<file path="src/design/sida_pkg.sv">
// sida_pkg: shared types and constants for the signed integer to decimal ascii unit
// no dependencies; imported by the controller, datapath, top level and checker

package sida_pkg;

	// magnitude and bcd geometry
	localparam int MAG_W       = 16;
	localparam int NUM_DIGITS  = 5;
	localparam int BCD_W       = 4 * NUM_DIGITS;
	localparam int DCNT_W      = 3;
	localparam int SHIFT_STEPS = MAG_W;
	localparam int STEP_W      = $clog2(SHIFT_STEPS);

	// character codes
	localparam logic [7:0] DIGIT_BASE = 8'd48;
	localparam logic [7:0] MINUS_CODE = 8'd45;

	// commands from controller to datapath
	typedef struct packed {
		logic load;   // capture sign and magnitude of a new request
		logic shift;  // one double-dabble step
		logic norm;   // count digits and left-align the bcd word
		logic emit;   // move the next character into the output register
	} cmd_t;

	// status from datapath to controller
	typedef struct packed {
		logic next_last;  // the character about to be emitted ends the text
	} stat_t;

endpackage

</file>
<file path="src/design/sida_dp.sv">
// sida_dp: datapath with magnitude register, bit-serial binary to bcd converter
// and output character register; depends on sida_pkg

module sida_dp (
	input  logic                clk,
	input  logic signed [15:0]  value,
	input  sida_pkg::cmd_t      cmd,
	output sida_pkg::stat_t     stat,
	output logic [7:0]          char_code,
	output logic                last
);
	import sida_pkg::*;

	logic [MAG_W-1:0]  mag_q;
	logic [BCD_W-1:0]  bcd_q;
	logic [DCNT_W-1:0] ndig_q;
	logic              sign_pend_q;
	logic [7:0]        char_q;
	logic              last_q;

	logic [MAG_W-1:0]  abs_c;
	logic [BCD_W-1:0]  adj_c;
	logic [DCNT_W-1:0] ndig_c;
	logic [BCD_W-1:0]  align_c;
	logic [7:0]        next_char_c;
	logic              next_last_c;

	// magnitude; negating -32768 in 16 bits gives 0x8000, read unsigned as 32768
	assign abs_c = value[MAG_W-1] ? MAG_W'(-value) : MAG_W'(value);

	// add 3 to every digit of 5 or more before the shift
	always_comb begin
		for (int i = 0; i < NUM_DIGITS; i++) begin
			adj_c[4*i +: 4] = (bcd_q[4*i +: 4] >= 4'd5) ? bcd_q[4*i +: 4] + 4'd3
				: bcd_q[4*i +: 4];
		end
	end

	// digit count: position of the highest nonzero digit, at least one
	always_comb begin
		ndig_c = DCNT_W'(1);
		for (int i = 1; i < NUM_DIGITS; i++) begin
			if (bcd_q[4*i +: 4] != 4'd0) begin
				ndig_c = DCNT_W'(i + 1);
			end
		end
	end

	// left-align so the leading digit sits in the top nibble
	always_comb begin
		unique case (ndig_c)
			3'd5:    align_c = bcd_q;
			3'd4:    align_c = {bcd_q[BCD_W-5:0], 4'd0};
			3'd3:    align_c = {bcd_q[BCD_W-9:0], 8'd0};
			3'd2:    align_c = {bcd_q[BCD_W-13:0], 12'd0};
			default: align_c = {bcd_q[BCD_W-17:0], 16'd0};
		endcase
	end

	// next character: pending minus sign first, then the top digit
	assign next_char_c = sign_pend_q ? MINUS_CODE
		: DIGIT_BASE + {4'd0, bcd_q[BCD_W-1 -: 4]};
	assign next_last_c = !sign_pend_q && (ndig_q == DCNT_W'(1));

	// working registers
	always_ff @(posedge clk) begin
		if (cmd.load) begin
			mag_q       <= abs_c;
			bcd_q       <= '0;
			sign_pend_q <= value[MAG_W-1];
		end else if (cmd.shift) begin
			bcd_q <= {adj_c[BCD_W-2:0], mag_q[MAG_W-1]};
			mag_q <= {mag_q[MAG_W-2:0], 1'b0};
		end else if (cmd.norm) begin
			bcd_q  <= align_c;
			ndig_q <= ndig_c;
		end else if (cmd.emit) begin
			if (sign_pend_q) begin
				sign_pend_q <= 1'b0;
			end else begin
				bcd_q  <= {bcd_q[BCD_W-5:0], 4'd0};
				ndig_q <= ndig_q - DCNT_W'(1);
			end
		end
	end

	// output character register
	always_ff @(posedge clk) begin
		if (cmd.emit) begin
			char_q <= next_char_c;
			last_q <= next_last_c;
		end
	end

	assign stat.next_last = next_last_c;
	assign char_code      = char_q;
	assign last           = last_q;

endmodule

</file>
<file path="src/design/sida_ctrl.sv">
// sida_ctrl: controller state machine sequencing load, conversion, alignment and emit
// depends on sida_pkg

module sida_ctrl (
	input  logic            clk,
	input  logic            arst_n,
	input  logic            in_valid,
	output logic            in_stall,
	output logic            out_valid,
	input  logic            out_stall,
	input  sida_pkg::stat_t stat,
	output sida_pkg::cmd_t  cmd
);
	import sida_pkg::*;

	typedef enum logic [3:0] {
		ST_IDLE = 4'b0001,
		ST_CONV = 4'b0010,
		ST_NORM = 4'b0100,
		ST_EMIT = 4'b1000
	} state_t;

	state_t            state_q, state_d;
	logic [STEP_W-1:0] step_q;
	logic              out_valid_q;
	logic              slot_free;

	// output register may take a new character when empty or being drained
	assign slot_free = !out_valid_q || !out_stall;

	// next state and commands
	always_comb begin
		state_d = state_q;
		cmd     = '0;
		unique case (state_q)
			ST_IDLE: begin
				if (in_valid) begin
					cmd.load = 1'b1;
					state_d  = ST_CONV;
				end
			end
			ST_CONV: begin
				cmd.shift = 1'b1;
				if (step_q == STEP_W'(SHIFT_STEPS - 1)) begin
					state_d = ST_NORM;
				end
			end
			ST_NORM: begin
				cmd.norm = 1'b1;
				state_d  = ST_EMIT;
			end
			ST_EMIT: begin
				if (slot_free) begin
					cmd.emit = 1'b1;
					if (stat.next_last) begin
						state_d = ST_IDLE;
					end
				end
			end
			default: state_d = ST_IDLE;
		endcase
	end

	// state, step counter and output valid
	always_ff @(posedge clk or negedge arst_n) begin
		if (!arst_n) begin
			state_q     <= ST_IDLE;
			step_q      <= '0;
			out_valid_q <= 1'b0;
		end else begin
			state_q <= state_d;
			if (cmd.load) begin
				step_q <= '0;
			end else if (cmd.shift) begin
				step_q <= step_q + STEP_W'(1);
			end
			if (cmd.emit) begin
				out_valid_q <= 1'b1;
			end else if (!out_stall) begin
				out_valid_q <= 1'b0;
			end
		end
	end

	assign in_stall  = (state_q != ST_IDLE);
	assign out_valid = out_valid_q;

endmodule

</file>
<file path="src/design/signed_int_to_decimal_ascii_unit.sv">
// Converts one signed 16-bit value per request into its decimal ASCII text, one
// character per output request: a '-' first for negative values, then the digits most
// significant first with no leading zeros ("0" for zero, "-32768" for the most
// negative value), with last set on the final character. A request passes through a
// load step, the 16-step bit-serial binary to bcd loop, an alignment step and one emit
// step per character (1 to 6), which waits while the output is stalled. A new request
// is taken only once the previous text has been moved into the output register, which
// holds the final character while the next value is accepted.
// depends on sida_pkg, sida_ctrl, sida_dp

module signed_int_to_decimal_ascii_unit (
	input  logic               clk,
	input  logic               arst_n,
	input  logic               in_valid,
	output logic               in_stall,
	input  logic signed [15:0] value,
	output logic               out_valid,
	input  logic               out_stall,
	output logic [7:0]         char_code,
	output logic               last
);
	import sida_pkg::*;

	cmd_t  cmd;
	stat_t stat;

	// sequencing
	sida_ctrl u_ctrl (
		.clk       (clk),
		.arst_n    (arst_n),
		.in_valid  (in_valid),
		.in_stall  (in_stall),
		.out_valid (out_valid),
		.out_stall (out_stall),
		.stat      (stat),
		.cmd       (cmd)
	);

	// conversion and output registers
	sida_dp u_dp (
		.clk       (clk),
		.value     (value),
		.cmd       (cmd),
		.stat      (stat),
		.char_code (char_code),
		.last      (last)
	);

endmodule

</file>
<file path="config.mk">
export PLATFORM = sky130hd
export DESIGN_NAME = signed_int_to_decimal_ascii_unit
export DESIGN_NICKNAME = d
export VERILOG_FILES = /design/src/design/sida_pkg.sv /design/src/design/sida_dp.sv /design/src/design/sida_ctrl.sv /design/src/design/signed_int_to_decimal_ascii_unit.sv
export SDC_FILE = /design/constraint.sdc
export NUM_CORES = 1
export LEC_CHECK = 0
export BUFFER_PORTS_ARGS = -buffer_cell sky130_fd_sc_hd__buf_2
export CAP_MARGIN = 15
export CORE_ASPECT_RATIO = 1.4
export CORE_MARGIN = 2
export CORE_UTILIZATION = 40
export DETAILED_ROUTE_END_ITERATION = 7
export HOLD_SLACK_MARGIN = 0.08
export PLACE_DENSITY_LB_ADDON = 0.25
export SYNTH_ARGS = -nofsm -noshare
export SYNTH_HDL_FRONTEND = slang
export SYNTH_SLANG_ARGS = --single-unit
</file>
<file path="constraint.sdc">
create_clock -name clk -period 6.6 [get_ports clk]
set_clock_uncertainty 0.05 [all_clocks]
set_input_delay 1.32 -clock clk [delete_from_list [all_inputs] [get_ports clk]]
set_output_delay 1.32 -clock clk [all_outputs]
set_load 0.02 [all_outputs]
</file>
# After elaboration in Yosys (flattened, before gate mapping)

Index checks and enable logic that the tools add are counted.

$add $sub $neg: 9
Multiply operators: 0
Divide/modulo/power cells: 0
$lt $le $gt $ge: 5
Equality and inequality tests: 21
Shifts and indexed selects: 0
Mux-type cells: 39
Bitwise operators: 2
Reduce and logical (&&, ||, !) cells: 17

Operator list:

| operator                                               | number |
|---|---|
| two-way mux 20 bit                                     | 4 |
| case mux 20 bit (4 select lines)                       | 1 |
| two-way mux 16 bit                                     | 3 |
| two-way mux 4 bit                                      | 10 |
| >= comparator 4 x 3 -> 1 bit (second input constant)   | 5 |
| two-way mux 3 bit                                      | 6 |
| adder 4 x 2 -> 4 bit (second input constant)           | 4 |
| negation 16 bit                                        | 1 |
| case mux 4 bit (4 select lines)                        | 1 |
| nonzero test 4 bit                                     | 4 |
| two-way mux 1 bit                                      | 12 |
| inequality test 2 x 1 -> 1 bit (second input constant) | 5 |
| equality test 4 bit (second input constant)            | 2 |
| AND reduction 4 bit                                    | 2 |
| adder 6 x 4 -> 7 bit (first input constant)            | 1 |
| equality test 3 x 2 -> 1 bit (second input constant)   | 2 |
| equality test 3 bit (second input constant)            | 2 |
| inequality test 2 bit (second input constant)          | 3 |
| inequality test 3 bit (second input constant)          | 2 |
| AND reduction 3 bit                                    | 2 |
| nonzero test 2 bit                                     | 3 |
| adder 4 x 1 -> 4 bit (second input constant)           | 1 |
| equality test 4 x 1 -> 1 bit (second input constant)   | 1 |
| equality test 4 x 2 -> 1 bit (second input constant)   | 1 |
| other kinds (11)                                       | 15 |

Bits in registers: 58
Latch bits: 0
Bits in writable memories: 0
Memory bits (read-only): 0
Word-level logic and storage cells: 102
Memories kept: 0

# Longest topological paths before layout

Depth after elaboration: 9
Depth in mapped cells: 8

# Hierarchy

From an unflattened synthesis, not the netlist that was laid out.

Cells, all modules: 408
Area total of the unflattened synthesis: 3,582.2 um^2

Modules (own cells, without submodules):

| module    | times used | cells an instance | area an instance (um^2) | seq. area each (um^2) |
|---|---|---|---|---|
| sida_dp   | 1          | 363               | 3,140.5                 | 1,181.1 |
| sida_ctrl | 1          | 45                | 441.7                   | 226.5 |

# Worst setup path before layout

No wires, ideal clock.

Path kind: input to register
Start: input value[4]
End: register u_dp.mag_q[13] (data pin)
Setup time: 0.267 ns
Arrival: 2.546 ns
Data required time: 6.283 ns
Slack: 3.738 ns
Cell stages on the path: 5
Path buffers: 0
Cell sequence: nor4_1 -> nand3_1 -> o41ai_1 -> xor2_1 -> o21ai_0

Cells in the longest elaborated chain, start to end: 3

RTL lines:

| item                 | line                                   | text |
|---|---|---|
| start, declared      | signed_int_to_decimal_ascii_unit.sv:16 | `input logic signed [15:0] value,` |
| negation 16 bit      | sida_dp.sv:29                          | `assign abs_c = value[MAG_W-1] ? MAG_W'(-value) : MAG_W'(value);` |
| two-way mux 16 bit   | sida_dp.sv:29                          |  |
| two-way mux 16 bit   | sida_dp.sv:67                          | `if (cmd.load) begin` |
| end signal, assigned | sida_dp.sv:68                          | `mag_q <= abs_c;` |
| end signal, assigned | sida_dp.sv:73                          | `mag_q <= {mag_q[MAG_W-2:0], 1'b0};` |
| end, declared        | sida_dp.sv:14                          | `logic [MAG_W-1:0] mag_q;` |

No other way between the ends.
A chain may end at the register's enable or synchronous reset.

# Final worst setup path

Same ends and word-level chain as after synthesis.

==> flow_metrics.tcl <==
set metrics [dict create \
    switching_power_mw 0.671 \
    core_area_um2 8980 \
    wl_per_cell_um 16.0 \
    worstSetupPathType "in2reg" \
    grt_max_degree 47 \
    synthTopCellsByArea "edfxtp_1 (21%), dfxtp_1 (11%), ha_1 (5.8%), dfrtp_1 (5.4%), nand2_1 (4.7%)" \
    ir_drop_uv 201 \
    cts_resized 0 \
    layout_common_cells "nand2_1 (46), a21oi_1 (32), o21ai_0 (27), buf_2 (27), edfxtp_1 (26)" \
    io_pins 31 \
    grt_pass1_wl_um 14000 \
    setup_tns_ps 0 \
    final_nets 442 \
    ys.flop_type "edfxtp_1" \
    drt_iter0_markers 149 \
    die_w_um 85.0 \
    rsz0062_at_grt "false" \
    hp-start "u_dp.mag_q[15]" \
    holdPathStages 2 \
    cp_data_arrival_time_ps 3010 \
    relSlewSlack_pct 44.1 \
    cts_setup_buffers 0 \
    crit_required_ps 6590 \
    grt_usage_pct 17.0 \
    max_freq_mhz 331 \
    clk_latency_ps 300 \
    synth_top_area_cell "edfxtp_1" \
    path_max_fanout 5 \
    status "complete, no violations" \
    period_minus_slack_ps 3020 \
    synth_top_area_share_pct 21.2 \
    finalSetupViolations 0 \
    dpl.hpwl_um 5910 \
    rrSetupSlack_ps 3920 \
    cts_max_level 2 \
    min_path_type "reg2reg" \
    ys_warn_count 0 \
    numPortBuffers 27 \
    cp_slowest_cell "nor4_1" \
    p_per_area_nw_per_um2 401 \
    cts_tree "yes" \
    intPower_mw 0.923 \
    final-hold-violation-count 0 \
    drtAntennaViolNets 0 \
    end_kind "register" \
    worstMarginPinSlew_ps 831 \
    power_leakage_nw 1.51 \
    power_frac_seq_pct 39.3 \
    fp-row-count 41 \
    synth-edff-count 26 \
    stdcell_count 513 \
    via_count 2950 \
    n_antenna_cell 0 \
    cts_hold_buf 0 \
    final_common_cell "nand2_1" \
    cp_num_buf_inv 1 \
    routed_wl_um 8200 \
    ys_types 72 \
    crit_family "simple AND/OR/NAND/NOR gates" \
    combinationalPowerShare_pct 43.8 \
    ys_async_sr_fraction_pct 16.4 \
    swShare_pct 42.1 \
    cts_buffers 5 \
    start_util_pct 40.9 \
    die_y_um 117 \
    path_cells "buf_2, nor4_1, nand3_1, o41ai_1, xor2_1, o21ai_0" \
    timing.rr.end "u_dp.bcd_q[19]" \
    place_congestion 0.865 \
    r2r_cells 4 \
    cts_max_path_buffers 2 \
    syn_inst 394 \
    drv_cap 0 \
    fin_crit_sh_pct 45.8 \
    syn2layout_area_growth_pct 8.10 \
    fin_util_pct 44.3 \
    netlist_area_um2 3670 \
    place_inst 505 \
    drive_above_1_share_pct 16.0 \
    cts.sinks 55 \
    clockPowerShare_pct 17.0 \
    hold_slack_ps 463 \
    grt_overflow 0 \
    drc 0 \
    avgSynthCellArea_um2 9.33 \
    dieArea_um2 9980 \
    drv_slew 0 \
    vias_per_cell 5.75 \
    cts.clk_slew.worst_paths_ps 80 \
    yosysSeqAreaShare_pct 38.3 \
    grt_pass1_vias 2972 \
    root_buffer "clkbuf_16" \
    r2r-start "u_ctrl.state_q[3]" \
    critPathLaunchType "input port" \
    min_to "u_dp.bcd_q[0]" \
    slowest_delay_ps 730 \
    antenna_found_initial 0 \
    drtPass1Iterations 4 \
    ys_ff_latch 55 \
]
synth_stat cells, types with 3 or more instances:
cell       n
nand2_1   46
a21oi_1   32
o21ai_0   27
edfxtp_1  26
dfxtp_1   20
ha_1      17
xor2_1    17
inv_1     16
nor2_1    14
clkbuf_1  13
o21ai_1   11
dfrtp_1    8
xnor2_1    8
buf_2      7
mux2i_1    6
nand2b_1   6
nand3_1    6
a22oi_1    5
nor3_1     5
nor3b_1    5
o31ai_1    5
a211oi_1   4
a22o_1     4
a31oi_1    4
buf_4      4
nor4_1     4
o211ai_1   4
a21o_1     3
a221oi_2   3
and3_1     3
nor2_2     3
nor2b_1    3
nor3b_2    3
or2_2      3
worst register-to-register path: cells and delay by family (launching register included):
family,cells,cell delay (ps)
AO/OA/AOI/OAI,3,1100
flip-flops,1,490
AND/OR/NAND/NOR,1,940
per-layer routing:
metal,GRT usage (%),up-vias,part of all wire [%],routed length (µm)
met2,31.7,67,54,4400
met1,19.1,1409,40,3320
met3,2.46,16,3.3,272
li1,-,1458,-,-
met5,0,-,0,0
met4,6.25,0,2.5,208
cell families after synthesis:
family	Yosys count	synth area share, %
fa+ha+maj	17	5.79
simple gates	119	18.7
buf+inv	43	5.45
xor+xnor	25	5.96
compound gates	125	23.4
flops	55	38.3
mux	8	2.25
other cells	2	0.204
power groups by stage:
stage | clock network, mW | logic, mW | registers [mW]
floorplan | 0 | 0.619 | 0.557
global placement | 0 | 0.687 | 0.628
detailed placement | 0 | 0.701 | 0.631
CTS | 0.275 | 0.703 | 0.625
global route | 0.286 | 0.788 | 0.644
finish | 0.270 | 0.698 | 0.626
worst max-delay path by stage:
stage	slack (ps)	from	endpoint	cells after the start
2_1_floorplan	3740	value[4]	u_dp.mag_q[13]	5
3_3_place_gp	3340	value[4]	u_dp.mag_q[13]	6
3_5_place_dp	3260	value[4]	u_dp.mag_q[13]	6
4_1_cts	3580	value[4]	u_dp.mag_q[13]	6
5_1_grt	3500	value[4]	u_dp.mag_q[13]	6
6_report	3580	value[4]	u_dp.mag_q[13]	6
cell type report:
| cell class | count | area (µm²) |
|---|---|---|
| Clock buffer | 6 | 129 |
| Clock inverter | 2 | 17.5 |
| Fill cell | 896 | 5000 |
| Inverter | 17 | 63.8 |
| Multi-Input combinational cell | 297 | 2070 |
| Sequential cell | 55 | 1410 |
| Tap cell | 107 | 134 |
| Timing Repair Buffer | 29 | 150 |
registers in the layout, summed over array words and instances (netlist names), 3 cells and up:
| signal | flops |
|---|---|
| u_dp.bcd_q | 20 |
| u_dp.mag_q | 16 |
| u_dp.char_code | 5 |
| u_ctrl.state_q | 4 |
| u_ctrl.step_q | 4 |
| u_dp.ndig_q | 3 |
stage by stage:
stage	area [µm²]	setup slack [ps]	total power [mW]
2_1_floorplan	3680	3740	1.18
3_3_place_gp	3830	3340	1.32
3_5_place_dp	3830	3260	1.33
4_1_cts	3970	3580	1.60
5_1_grt	3970	3500	1.72
6_report	3970	3580	1.59
Power figures use the tool's default switching activity.
